## src/rtl/smd_pkg.sv

```systemverilog
// Shared types and constants for the segmented message deframer.
// Used by smd_front, smd_back and segmented_message_deframer_top; no dependencies.
`timescale 1ns / 1ps

package smd_pkg;

    localparam int MAX_SEGMENTS = 64;
    localparam int MESSAGE_MAX  = 65536;
    localparam int CAP_W        = 17;
    localparam int CAP_MIN      = 16;
    localparam int SEG_W        = $clog2(MAX_SEGMENTS + 1);
    localparam int HDR_BYTES    = 4;
    localparam int WORD_BYTES   = 8;
    localparam int WORD_SHIFT   = $clog2(WORD_BYTES);
    localparam int FQ_DEPTH     = 4;
    localparam int FQ_PTR_W     = $clog2(FQ_DEPTH);
    localparam int RQ_DEPTH     = 2;
    localparam int RQ_PTR_W     = $clog2(RQ_DEPTH);

    typedef enum logic [1:0] {
        CMD_DATA  = 2'd0,
        CMD_EOS   = 2'd1,
        CMD_CLEAR = 2'd2,
        CMD_NONE  = 2'd3
    } cmd_t;

    typedef enum logic [1:0] {
        ST_OK     = 2'd0,
        ST_LIMIT  = 2'd1,
        ST_FORMAT = 2'd2,
        ST_TRUNC  = 2'd3
    } status_t;

    typedef enum logic [2:0] {
        PH_HEADER = 3'b001,
        PH_TABLE  = 3'b010,
        PH_BODY   = 3'b100
    } phase_t;

    typedef struct packed {
        logic [1:0] command;
        logic [7:0] data_in;
    } item_t;

    typedef struct packed {
        logic       consumed;
        logic [7:0] data_out;
        logic       in_frame;
        logic       first_of_frame;
        logic       last_of_frame;
        status_t    status;
    } result_t;

    // Decoded request as it travels from the front end to the framer engine.
    typedef struct packed {
        cmd_t       kind;
        logic [7:0] data;
    } op_t;

endpackage

```

## src/rtl/smd_front.sv

```systemverilog
// Front end of the deframer: decodes incoming requests and buffers them in a short queue.
// Depends on smd_pkg.
`timescale 1ns / 1ps

module smd_front (
    input  logic           clk,
    input  logic           rst_n,
    input  logic           push,
    output logic           full,
    input  smd_pkg::item_t item,
    output logic           op_valid,
    input  logic           op_ready,
    output smd_pkg::op_t   op
);
    import smd_pkg::*;

    op_t                 q_mem [FQ_DEPTH];
    logic [FQ_PTR_W-1:0] wr_ptr_reg, wr_ptr_next;
    logic [FQ_PTR_W-1:0] rd_ptr_reg, rd_ptr_next;
    logic [FQ_PTR_W:0]   count_reg, count_next;
    op_t                 new_op;
    logic                do_push;
    logic                do_pop;

    // Data bytes keep their payload; every other command carries a zero byte.
    always_comb
    begin
        new_op.data = '0;
        unique case (item.command)
            CMD_DATA:
            begin
                new_op.kind = CMD_DATA;
                new_op.data = item.data_in;
            end
            CMD_EOS:   new_op.kind = CMD_EOS;
            CMD_CLEAR: new_op.kind = CMD_CLEAR;
            CMD_NONE:  new_op.kind = CMD_NONE;
        endcase
    end

    assign full     = (count_reg == (FQ_PTR_W + 1)'(FQ_DEPTH));
    assign op_valid = (count_reg != '0);
    assign op       = q_mem[rd_ptr_reg];
    assign do_push  = push && !full;
    assign do_pop   = op_valid && op_ready;

    always_comb
    begin
        wr_ptr_next = wr_ptr_reg;
        rd_ptr_next = rd_ptr_reg;
        count_next  = count_reg;
        if (do_push)
        begin
            wr_ptr_next = (wr_ptr_reg == FQ_PTR_W'(FQ_DEPTH - 1)) ? '0 : wr_ptr_reg + 1'b1;
        end
        if (do_pop)
        begin
            rd_ptr_next = (rd_ptr_reg == FQ_PTR_W'(FQ_DEPTH - 1)) ? '0 : rd_ptr_reg + 1'b1;
        end
        if (do_push && !do_pop)
        begin
            count_next = count_reg + 1'b1;
        end
        else if (do_pop && !do_push)
        begin
            count_next = count_reg - 1'b1;
        end
    end

    always_ff @(posedge clk or negedge rst_n)
    begin
        if (!rst_n)
        begin
            wr_ptr_reg <= '0;
            rd_ptr_reg <= '0;
            count_reg  <= '0;
        end
        else
        begin
            wr_ptr_reg <= wr_ptr_next;
            rd_ptr_reg <= rd_ptr_next;
            count_reg  <= count_next;
        end
    end

    always_ff @(posedge clk)
    begin
        if (do_push)
        begin
            q_mem[wr_ptr_reg] <= new_op;
        end
    end

endmodule

```

## src/rtl/smd_back.sv

```systemverilog
// Framer engine: walks header, segment table and body one byte per cycle while the result
// queue has room, then queues results there. Holds the capacity register. Depends on smd_pkg.
`timescale 1ns / 1ps

module smd_back (
    input  logic                    clk,
    input  logic                    rst_n,
    input  logic                    op_valid,
    output logic                    op_ready,
    input  smd_pkg::op_t            op,
    input  logic                    cfg_write,
    input  logic [smd_pkg::CAP_W-1:0] cfg_data,
    output logic                    empty,
    input  logic                    pop,
    output smd_pkg::result_t        result
);
    import smd_pkg::*;

    // Framer state.
    phase_t             phase_reg, phase_next;
    logic [CAP_W-1:0]   byte_count_reg, byte_count_next;
    logic [CAP_W-1:0]   target_reg, target_next;
    logic [SEG_W-1:0]   seg_count_reg, seg_count_next;
    logic [SEG_W-1:0]   tbl_idx_reg, tbl_idx_next;
    logic [CAP_W-1:0]   total_reg, total_next;
    status_t            pending_reg, pending_next;
    status_t            sticky_reg, sticky_next;
    logic [CAP_W-1:0]   capacity_reg, capacity_next;
    logic [23:0]        word_reg, word_next;

    // Result queue.
    result_t            rq_mem [RQ_DEPTH];
    logic [RQ_PTR_W-1:0] rq_wr_reg, rq_wr_next;
    logic [RQ_PTR_W-1:0] rq_rd_reg, rq_rd_next;
    logic [RQ_PTR_W:0]  rq_count_reg, rq_count_next;

    logic               take;
    logic               rq_pop;
    result_t            res;
    status_t            err;

    logic [1:0]         pos;
    logic [31:0]        word_full;
    logic [CAP_W-1:0]   bc_inc;
    logic [SEG_W-1:0]   hdr_seg;
    logic               hdr_too_many;
    logic [CAP_W-1:0]   hdr_tbl;
    logic               hdr_over;
    logic [CAP_W-1:0]   headroom;
    logic               tot_over;
    logic               w_over;
    logic [CAP_W-1:0]   total_add;
    logic               tbl_end_over;

    assign op_ready = (rq_count_reg != (RQ_PTR_W + 1)'(RQ_DEPTH));
    assign take     = op_valid && op_ready;
    assign empty    = (rq_count_reg == '0);
    assign rq_pop   = pop && !empty;
    assign result   = rq_mem[rq_rd_reg];

    // Word and limit arithmetic, all relative to the byte being taken.
    assign pos          = byte_count_reg[1:0];
    assign word_full    = {op.data, word_reg};
    assign bc_inc       = byte_count_reg + CAP_W'(1);
    assign hdr_seg      = SEG_W'(word_full) + SEG_W'(1);
    assign hdr_too_many = (word_full >= 32'(MAX_SEGMENTS));
    assign hdr_tbl      = ((CAP_W'(hdr_seg) + CAP_W'(2)) >> 1) << WORD_SHIFT;
    assign hdr_over     = (hdr_tbl > capacity_reg);
    assign headroom     = (capacity_reg - total_reg) >> WORD_SHIFT;
    assign tot_over     = (total_reg > capacity_reg);
    assign w_over       = (word_full > 32'(headroom));
    assign total_add    = total_reg
                        + (CAP_W'(word_full[CAP_W-WORD_SHIFT-1:0]) << WORD_SHIFT);
    assign tbl_end_over = (target_reg > capacity_reg);

    always_comb
    begin
        priority if (cfg_data < CAP_W'(CAP_MIN))
        begin
            capacity_next = CAP_W'(CAP_MIN);
        end
        else if (cfg_data > CAP_W'(MESSAGE_MAX))
        begin
            capacity_next = CAP_W'(MESSAGE_MAX);
        end
        else
        begin
            capacity_next = cfg_data;
        end
    end

    always_comb
    begin
        phase_next      = phase_reg;
        byte_count_next = byte_count_reg;
        target_next     = target_reg;
        seg_count_next  = seg_count_reg;
        tbl_idx_next    = tbl_idx_reg;
        total_next      = total_reg;
        pending_next    = pending_reg;
        sticky_next     = sticky_reg;
        word_next       = word_reg;
        res             = '0;
        err             = ST_OK;

        if (take)
        begin
            unique case (op.kind)
                CMD_CLEAR:
                begin
                    phase_next      = PH_HEADER;
                    byte_count_next = '0;
                    target_next     = CAP_W'(HDR_BYTES);
                    seg_count_next  = '0;
                    tbl_idx_next    = '0;
                    total_next      = '0;
                    pending_next    = ST_OK;
                    sticky_next     = ST_OK;
                end
                CMD_EOS:
                begin
                    if (sticky_reg != ST_OK)
                    begin
                        res.status = sticky_reg;
                    end
                    else if (byte_count_reg != '0)
                    begin
                        res.status = ST_TRUNC;
                    end
                end
                CMD_NONE:
                begin
                end
                CMD_DATA:
                begin
                    if (sticky_reg != ST_OK)
                    begin
                        res.status = sticky_reg;
                    end
                    else
                    begin
                        res.consumed       = 1'b1;
                        res.data_out       = op.data;
                        res.in_frame       = 1'b1;
                        res.first_of_frame = (byte_count_reg == '0);
                        byte_count_next    = bc_inc;

                        // Bytes of a word are gathered low lane first; the top byte
                        // completes the word directly from the input.
                        unique case (pos)
                            2'd0: word_next[7:0]   = op.data;
                            2'd1: word_next[15:8]  = op.data;
                            2'd2: word_next[23:16] = op.data;
                            2'd3: word_next        = word_reg;
                        endcase

                        unique case (phase_reg)
                            PH_HEADER:
                            begin
                                if (pos == 2'd3)
                                begin
                                    if (hdr_too_many)
                                    begin
                                        err = ST_LIMIT;
                                    end
                                    else
                                    begin
                                        seg_count_next = hdr_seg;
                                        target_next    = hdr_tbl;
                                        if (hdr_over)
                                        begin
                                            err = ST_LIMIT;
                                        end
                                        else
                                        begin
                                            phase_next   = PH_TABLE;
                                            tbl_idx_next = '0;
                                            total_next   = hdr_tbl;
                                            pending_next = ST_OK;
                                        end
                                    end
                                end
                            end
                            PH_TABLE:
                            begin
                                // Padding words beyond the segment count are skipped.
                                if (pos == 2'd3 && tbl_idx_reg < seg_count_reg)
                                begin
                                    tbl_idx_next = tbl_idx_reg + 1'b1;
                                    if (pending_reg == ST_OK)
                                    begin
                                        priority if (tbl_idx_reg == '0 && word_full == '0)
                                        begin
                                            pending_next = ST_FORMAT;
                                        end
                                        else if (tot_over || w_over)
                                        begin
                                            pending_next = ST_LIMIT;
                                        end
                                        else
                                        begin
                                            total_next = total_add;
                                        end
                                    end
                                end
                                // Errors found in the table surface on its last byte.
                                if (bc_inc == target_reg)
                                begin
                                    priority if (tbl_end_over)
                                    begin
                                        err = ST_LIMIT;
                                    end
                                    else if (pending_next != ST_OK)
                                    begin
                                        err = pending_next;
                                    end
                                    else
                                    begin
                                        target_next = total_next;
                                        phase_next  = PH_BODY;
                                    end
                                end
                            end
                            PH_BODY:
                            begin
                                if (bc_inc >= target_reg)
                                begin
                                    res.last_of_frame = 1'b1;
                                    phase_next        = PH_HEADER;
                                    byte_count_next   = '0;
                                    target_next       = CAP_W'(HDR_BYTES);
                                    seg_count_next    = '0;
                                    tbl_idx_next      = '0;
                                    total_next        = '0;
                                    pending_next      = ST_OK;
                                end
                            end
                            default:
                            begin
                            end
                        endcase

                        if (err != ST_OK)
                        begin
                            sticky_next = err;
                            res.status  = err;
                        end
                    end
                end
            endcase
        end
    end

    always_comb
    begin
        rq_wr_next    = rq_wr_reg;
        rq_rd_next    = rq_rd_reg;
        rq_count_next = rq_count_reg;
        if (take)
        begin
            rq_wr_next = (rq_wr_reg == RQ_PTR_W'(RQ_DEPTH - 1)) ? '0 : rq_wr_reg + 1'b1;
        end
        if (rq_pop)
        begin
            rq_rd_next = (rq_rd_reg == RQ_PTR_W'(RQ_DEPTH - 1)) ? '0 : rq_rd_reg + 1'b1;
        end
        if (take && !rq_pop)
        begin
            rq_count_next = rq_count_reg + 1'b1;
        end
        else if (rq_pop && !take)
        begin
            rq_count_next = rq_count_reg - 1'b1;
        end
    end

    always_ff @(posedge clk or negedge rst_n)
    begin
        if (!rst_n)
        begin
            phase_reg      <= PH_HEADER;
            byte_count_reg <= '0;
            target_reg     <= CAP_W'(HDR_BYTES);
            seg_count_reg  <= '0;
            tbl_idx_reg    <= '0;
            total_reg      <= '0;
            pending_reg    <= ST_OK;
            sticky_reg     <= ST_OK;
            capacity_reg   <= CAP_W'(MESSAGE_MAX);
            rq_wr_reg      <= '0;
            rq_rd_reg      <= '0;
            rq_count_reg   <= '0;
        end
        else
        begin
            phase_reg      <= phase_next;
            byte_count_reg <= byte_count_next;
            target_reg     <= target_next;
            seg_count_reg  <= seg_count_next;
            tbl_idx_reg    <= tbl_idx_next;
            total_reg      <= total_next;
            pending_reg    <= pending_next;
            sticky_reg     <= sticky_next;
            rq_wr_reg      <= rq_wr_next;
            rq_rd_reg      <= rq_rd_next;
            rq_count_reg   <= rq_count_next;
            if (cfg_write)
            begin
                capacity_reg <= capacity_next;
            end
        end
    end

    always_ff @(posedge clk)
    begin
        word_reg <= word_next;
        if (take)
        begin
            rq_mem[rq_wr_reg] <= res;
        end
    end

    // A completed frame leaves the framer ready for the next header.
    a_last_restarts: assert property (@(posedge clk) disable iff (!rst_n)
        take && res.last_of_frame |=> phase_reg == PH_HEADER && byte_count_reg == '0)
        else $error("framer did not restart after a completed frame");

    // While halted, data bytes are refused and the sticky error is reported.
    a_halted_refuses: assert property (@(posedge clk) disable iff (!rst_n)
        take && op.kind == CMD_DATA && sticky_reg != ST_OK
        |-> !res.consumed && res.status == sticky_reg)
        else $error("data byte taken while an error is sticky");

    // Only a clear request releases a sticky error.
    a_sticky_holds: assert property (@(posedge clk) disable iff (!rst_n)
        sticky_reg != ST_OK && !(take && op.kind == CMD_CLEAR)
        |=> sticky_reg == $past(sticky_reg))
        else $error("sticky error changed without a clear");

    // Every processed request shows up as a waiting result.
    a_result_queued: assert property (@(posedge clk) disable iff (!rst_n)
        take |=> !empty)
        else $error("processed request produced no waiting result");

endmodule

```

## src/rtl/segmented_message_deframer_top.sv

```systemverilog
// A request accepted into the front queue waits there until it reaches the head and the
// result queue has room; the framer engine then takes it, works it out and writes its result
// into the result queue, whose head drives the result ports. Throughput: one request per cycle
// while the result queue has room, set by the per-byte framer update in smd_back.
// Either side may stall; a four-entry request queue and a two-entry result queue decouple them.
// Reset (rst_n, asynchronous, active low) empties both queues, clears the framer and
// the sticky error, and sets capacity to its largest value.
// Top level of the segmented message deframer; instantiates smd_front and smd_back.
// Depends on smd_pkg.
`timescale 1ns / 1ps

module segmented_message_deframer_top (
    input  logic                      clk,
    input  logic                      rst_n,
    input  logic                      push,
    output logic                      full,
    input  smd_pkg::item_t            item,
    output logic                      empty,
    input  logic                      pop,
    output smd_pkg::result_t          result,
    input  logic                      cfg_write,
    input  logic [smd_pkg::CAP_W-1:0] cfg_data
);
    import smd_pkg::*;

    // Decoded requests flow from the front end to the engine through this handshake.
    // The engine takes one request per cycle while its result queue has room.
    logic op_valid;
    logic op_ready;
    op_t  op;

    // The front end accepts a request whenever its queue is not full, so the
    // producer keeps streaming even while a finished result waits to be popped.
    smd_front u_front (
        .clk      (clk),
        .rst_n    (rst_n),
        .push     (push),
        .full     (full),
        .item     (item),
        .op_valid (op_valid),
        .op_ready (op_ready),
        .op       (op)
    );

    // The engine tracks header, segment table and body, checks the limits against
    // the capacity register, and reports errors that stay until a clear request.
    // Capacity writes are saturated into the legal range inside the engine.
    smd_back u_back (
        .clk       (clk),
        .rst_n     (rst_n),
        .op_valid  (op_valid),
        .op_ready  (op_ready),
        .op        (op),
        .cfg_write (cfg_write),
        .cfg_data  (cfg_data),
        .empty     (empty),
        .pop       (pop),
        .result    (result)
    );

endmodule

```

## config.mk

```make
export PLATFORM = sky130hd
export DESIGN_NAME = segmented_message_deframer_top
export DESIGN_NICKNAME = d
export VERILOG_FILES = /design/src/rtl/smd_pkg.sv /design/src/rtl/smd_front.sv /design/src/rtl/smd_back.sv /design/src/rtl/segmented_message_deframer_top.sv
export SDC_FILE = /design/constraint.sdc
export NUM_CORES = 1
export LEC_CHECK = 0
export BUFFER_PORTS_ARGS = -buffer_cell sky130_fd_sc_hd__clkbuf_2
export CAP_MARGIN = 5
export CELL_PAD_IN_SITES_DETAIL_PLACEMENT = 1
export CELL_PAD_IN_SITES_GLOBAL_PLACEMENT = 2
export CORE_MARGIN = 2
export CORE_UTILIZATION = 38
export DETAILED_ROUTE_END_ITERATION = 16
export PLACE_DENSITY_LB_ADDON = 0.12
export SYNTH_ARGS = -nofsm -noshare
export SYNTH_HDL_FRONTEND = slang
export SYNTH_SLANG_ARGS = --single-unit
```

## constraint.sdc

```tcl
create_clock -name clk -period 4.78 [get_ports clk]
set_input_delay 0.239 -clock clk [delete_from_list [all_inputs] [get_ports clk]]
set_output_delay 0.239 -clock clk [all_outputs]
set_load 0.005 [all_outputs]
```

# Yosys cells after proc, flatten, opt, wreduce, memory -nomap -nowiden
# Memories as Yosys holds them, arrays and structs flattened.
# Cells that the tools add are included.
[totals]
regBits = 124
ram_bits = 68
input_bits = 32
elab_cells = 214
mem_count = 2
[op_classes]
addsub = 14
magnitude_cmp = 9
n_eq_ne = 28
mux = 101
bitwise_logic = 1
reduce_logical = 41
[memory_table]
columns = ["name", "depth", "word_bits", "read_ports", "rd_ports_with_merged_regs", "write_ports", "line", "rtl"]
rows = [
  ["u_front.q_mem", 4, 10, 1, 0, 1, "smd_front.sv:17", "op_t q_mem [FQ_DEPTH];"],
  ["u_back.rq_mem", 2, 14, 1, 0, 1, "smd_back.sv:32", "result_t rq_mem [RQ_DEPTH];"],
]
[ops]
columns = ["op", "count"]
rows = [
  ["$mux W17", 21],
  ["$pmux W17 S2", 3],
  ["$pmux W17 S3", 2],
  ["$mux W7", 9],
  ["$mux W2", 31],
  ["$gt A17 B17 Y1", 3],
  ["$pmux W7 S2", 3],
  ["$ge A32 B7 Y1 const B", 1],
  ["$gt A32 B14 Y1", 1],
  ["$logic_not A32 Y1", 1],
  ["$mux W3", 10],
  ["$mux W12", 2],
  ["$pmux W7 S3", 1],
  ["$add A17 B1 Y17 const B", 1],
  ["$add A17 B17 Y17", 1],
  ["$eq A17 B17 Y1", 1],
  ["$ge A17 B17 Y1", 1],
  ["$gt A17 B17 Y1 const B", 1],
  ["$logic_not A17 Y1", 1],
  ["$lt A17 B5 Y1 const B", 1],
  ["$reduce_bool A17 Y1", 1],
  ["$sub A17 B17 Y17", 1],
  ["$pmux W2 S2", 4],
  ["$reduce_and A4 Y1", 4],
  ["other kinds (39)", 89],
]

# Logic depth before layout (Yosys ltp)
[logic_depth]
ltp_word = 24
ltp_mapped = 23

# Hierarchy
# Synthesis repeated with hierarchy kept, for this count alone.
[hier_totals]
hier_cells = 1013
hier_area_um2 = 10989.3
[modules_own_cells]
columns = ["mod", "instances", "cells_each", "area_each_um2", "seq_area_each_um2"]
rows = [
  ["smd_back", 1, 913, 9029.9, 3707.3],
  ["smd_front", 1, 100, 1959.4, 1376.3],
]

# Worst setup path after synthesis
# No wires, ideal clock.
[synth_path]
kind = "reg-to-reg"
from = "register u_back.total_reg[10]"
to = "register u_back.target_reg[10]"
setup_time_ps = 125
t_arrival_ps = 4941
required_ps = 4655
setup_slack_ps = -286
path_stages_with_launch = 22
synth_period_minus_slack_ps = 5066
cell_sequence = "dfrtp_1 > inv_1 > ha_1 > a21o_1 > a21oi_1 > nand4bb_1 > nor2b_1 > and2_1 > o21a_1 > nor2_1 > xor2_1 > ha_1 > and4_1 > nand4_1 > or3_1 > and2_1 > a221oi_2 > o31ai_1 > or4_4 > a2111oi_4 > buf_6 > mux2_4"
[synth_via]
elab_chain_cells = 14
word_cells_on_any_way = 26
classes_between = "add/sub (2); order compare (2); eq/ne (1); mux (18); reduce/logical (3)"
[synth_rtl]
columns = ["item", "line", "rtl"]
rows = [
  ["from (decl)", "smd_back.sv:25", "logic [CAP_W-1:0] total_reg, total_next;"],
  ["from (signal assigned)", "smd_back.sv:301", "total_reg <= total_next;"],
  ["$sub A17 B17 Y17", "smd_back.sv:69", "assign headroom = (capacity_reg - total_reg) >> WORD_SHIFT;"],
  ["$gt A32 B14 Y1", "smd_back.sv:71", "assign w_over = (word_full > 32'(headroom));"],
  ["$logic_or A1 B1 Y1", "smd_back.sv:196", "else if (tot_over || w_over)"],
  ["$mux W2", "smd_back.sv:196", ""],
  ["$mux W2", "smd_back.sv:192", "priority if (tbl_idx_reg == '0 && word_full == '0)"],
  ["$mux W2", "smd_back.sv:190", "if (pending_reg == ST_OK)"],
  ["$mux W2", "smd_back.sv:187", "if (pos == 2'd3 && tbl_idx_reg < seg_count_reg)"],
  ["$mux W2", "smd_back.sv:157", "unique case (phase_reg)"],
  ["$mux W2", "smd_back.sv:136", "if (sticky_reg != ST_OK)"],
  ["$mux W2", "smd_back.sv:108", "unique case (op.kind)"],
  ["$mux W2", "smd_back.sv:106", "if (take)"],
  ["$reduce_bool A2 Y1", "smd_back.sv:213", "else if (pending_next != ST_OK)"],
  ["$ne A3 B3 Y1 (no source line)", "-", ""],
  ["$reduce_and A10 Y1 (no source line)", "-", ""],
  ["to (signal assigned)", "smd_back.sv:283", "target_reg <= CAP_W'(HDR_BYTES);"],
  ["to (signal assigned)", "smd_back.sv:298", "target_reg <= target_next;"],
  ["to (decl)", "smd_back.sv:22", "logic [CAP_W-1:0] target_reg, target_next;"],
]
# Several ways; a longest one is shown, not always the timed one. The select of a mux whose other input is x is not followed.
# A chain may end at the register's enable or synchronous reset.

# Final worst setup path
[layout_path]
from = "register u_back.total_reg[4]"
to = "register u_back.target_reg[11]"
# Same word-level chain as after synthesis.

==> flow_summary.yaml <==
outcome:
  outcome: "finished, violations left"
  violations: "negative setup slack"
clock_network:
  cts_max_level: 4
  clock-sinks: 185
  cts_made_buffers: 17
  path_clk_slew_ps: 80
  cts_tree: "done"
  worst_skew_pair.late_latency_ps: 450
  clockBufferDepth: 2
  cts_root_buf: "clkbuf_16"
worst_setup_path:
  rr_worst_depth: 22
  critPathMaxStageDelay_ps: 570
  worstPathCellList: "inv_2 -> ha_4 -> buf_6 -> o211ai_1 -> a21oi_2 -> nand4bb_4 -> nor2b_4 -> and2_4 -> o21a_1 -> nor2_2 -> xor2_1 -> ha_1 -> and4_1 -> nand4_1 -> or3_4 -> and2_4 -> a221oi_4 -> o31ai_4 -> or4_4 -> a2111oi_4 -> buf_6 -> mux2_4"
  slowest_stage: "or4_4"
  r2r_end: "u_back.target_reg[11]"
  crit_path_max_fanout: 7
  crit_required_ps: 5110
  r2r_start: "u_back.total_reg[4]"
  critPathKind: "flop to flop"
  r2r_slack_ps: -500
  cp-start-kind: "flop"
  arrival_ps: 5610
  end_kind: "flop"
timing:
  tightest_slew_ps: 1250
  rsz0062_at_grt: "true"
  fin_skew_ps: 17.1
  maxSlewHeadroom: 0.167
  fmax_mhz: 190
  setup_viol: 21
  hold_violations: 0
  period_share: 1.10
  whs_ps: 23.3
  finalCriticalPeriod_ps: 5280
  fin_ws_ps: -495
  drv_slew: 0
route:
  dr.first_iter.drc_count: 411
  wl_per_cell_um: 21.7
  antenna_left: 0
  avgViaCountPerCell: 5.39
  wl_um: 33800
  dr.pass1.iters: 5
  vias: 8364
  drcViolationCount: 0
layout:
  largest_reg_flops: 40
  fill_cells: 3168
  drive_above_1_share: 0.222
  syn_to_final_growth_pct: 20.0
  nNetsFinal: 1291
global_routing:
  overflow: 0
  grt_pass1_vias: 8672
  antenna_found_initial: 1
  grt_pass1_wl_um: 52400
  track_usage: 0.228
  grt_max_degree: 60
yosys:
  synth_cells: 1035
  yosysUniqueCellTypes: 70
  ys_ff_latch: 185
  syn-cell-area_sq_um: 11100
  ys_seq_area_frac: 0.460
  synth_edf_count: 90
  yosys_warnings: 0
  syn_avg_cell_area_sq_um: 10.7
  synth_nets: 1171
  yosys_most_used_dff: "dfrtp_1"
  async_reset_ff_frac: 0.514
place:
  numPortBuffers: 47
  dp_slack_ps: -381
  gp_congestion: 0.900
  dp_hpwl_um: 25900
power:
  combPwrFrac: 0.497
  power.leakage_nw: 5.70
  clkPwrFrac: 0.183
  peakVddDrop_mv: 0.326
  p_sw_mw: 3.31
  internal-power_mw: 4.69
  p_seq_frac: 0.319
  power_density_nw_per_um2: 603
  sw_frac_of_total: 0.414
die:
  io_pins: 48
  initial_core_util: 0.385
  dieArea_sq_um: 30500
  die_x_um: 175
  rows: 62
  coreArea_sq_um: 28700
  die_h_um: 175
min_path:
  min_path_cells: 3
  holdPathEnd: "u_back.capacity_reg[12]"
  hold_path_class: "primary input to flop"
  min-delay-start: "cfg_data[12]"
run:
  maxCapViolations: 0
==> metal layers <==
layer | vias to the layer above | global-route usage | share of wire
li1 | 3987 | - | -
met1 | 4196 | 0.306 | 0.47
met2 | 131 | 0.369 | 0.46
met3 | 50 | 0.0403 | 0.032
met4 | 0 | 0.0903 | 0.037
met5 | - | 0 | 0
==> power groups by stage <==
stage	clock network (mW)	registers (mW)	logic, mW
4_1_cts	1.50	2.55	3.88
3_5_place_dp	0	2.58	3.66
3_3_place_gp	0	2.56	3.60
5_1_grt	1.56	2.60	4.40
6_report	1.47	2.55	3.98
2_1_floorplan	0	2.41	2.45
==> per-stage QoR <==
| step | util | TNS (ps) | std cells | total power [mW] | instance area [sq um] |
|---|---|---|---|---|---|
| after floorplan | - | -845 | 1035 | 4.87 | 11100 |
| after global routing | 0.462 | -13160 | 1552 | 8.56 | 13300 |
| after global placement | 0.424 | -4200 | 1500 | 6.16 | 12200 |
| after detailed placement | 0.424 | -6030 | 1500 | 6.24 | 12200 |
| after CTS | 0.454 | -4320 | 1543 | 7.93 | 13000 |
| final | 0.462 | -8090 | 1553 | 8.00 | 13300 |
==> repair_timing <==
item | in CTS | in global routing
setup buffers | 9 | 9
pin swaps | 10 | 16
hold buffers | 1 | 0
gates cloned | 1 | 0
endpoints found under the hold margin | 57 | 0
resized for setup | 33 | 32
setup endpoints to repair | 21 | 48
==> Yosys cell counts, types with 7 or more instances <==
cell      instances  area share
nor2_1           55       0.019
xnor2_1          35       0.028
and2_1           28       0.016
nand2b_1         25       0.014
and3_1            9      0.0051
edfxtp_1         90        0.24
o22ai_1           7      0.0040
o211ai_1          8      0.0054
nand4_1          18       0.010
mux2_4            8       0.011
ha_1            102        0.12
a21o_1           21       0.014
o21a_1            9      0.0061
mux2_2           28       0.029
nor4_1           14      0.0079
nor3_1           11      0.0050
inv_1            81       0.028
xor2_1           23       0.018
nor2b_1          11      0.0062
nand3_1          25       0.011
nand2_1          91       0.031
dfrtp_1          92        0.21
clkbuf_1         23      0.0078
o31ai_1          14      0.0095
o21ai_0          56       0.025
a21oi_1          57       0.026
==> worst max-delay path by stage <==
stage                                      start                     to  slack, ps  depth (start not counted)
after floorplan              u_back.total_reg[4]  u_back.target_reg[10]       -110                         21
after detailed placement  u_back.capacity_reg[4]   u_back.target_reg[6]       -380                         20
after global placement    u_back.capacity_reg[3]   u_back.target_reg[6]       -300                         21
final                        u_back.total_reg[4]  u_back.target_reg[11]       -500                         22
after CTS                    u_back.total_reg[4]   u_back.target_reg[9]       -300                         21
after global routing         u_back.total_reg[4]  u_back.target_reg[10]       -690                         22
==> cells in the final DEF (no fill, tap or decap), types with 20 or more instances in the layout <==
| cell | n |
|---|---|
| nor2_1 | 51 |
| nand2_1 | 91 |
| ha_1 | 96 |
| inv_1 | 77 |
| nand3_1 | 25 |
| xnor2_1 | 35 |
| a21oi_1 | 47 |
| a21o_1 | 21 |
| nand2b_1 | 24 |
| xor2_1 | 23 |
| clkbuf_2 | 46 |
| dfrtp_1 | 92 |
| buf_4 | 73 |
| edfxtp_1 | 90 |
| o21ai_0 | 54 |
| mux2_2 | 20 |
| and2_1 | 26 |
==> critical path: cells and delay by family, from the launching register on <==
kind	cells	cell delay (ps)
fa+ha+maj	2	570
xor+xnor	1	150
mux	1	300
flops	1	390
compound gates	6	1400
buf+inv	3	370
simple gates	9	1960
==> logic make-up (layout without fill, tap and decap cells) <==
kind of cell,after synthesis,after routing,share of synthesized area
AOI/OAI and AO/OA,206,206,0.118
xor gates and xnor gates,58,58,0.0459
adders and majority gates,104,104,0.119
buffers and inverters,108,241,0.0384
DFF,185,185,0.460
muxes,52,52,0.0672
other,0,1,0
and+or+nand+nor,322,322,0.152
==> layout make-up <==
class,instances,area (sq um),share of cell area
clock buffers,17,425,0.0321
inverters,81,304,0.0229
repair buffers,128,887,0.0669
well taps,384,480,0.0362
multi-input cells,742,5880,0.443
diodes,1,2.50,0.000189
clock inverters,15,200,0.0151
flip-flops and latches,185,5080,0.383
Power figures use the tool's default switching activity.
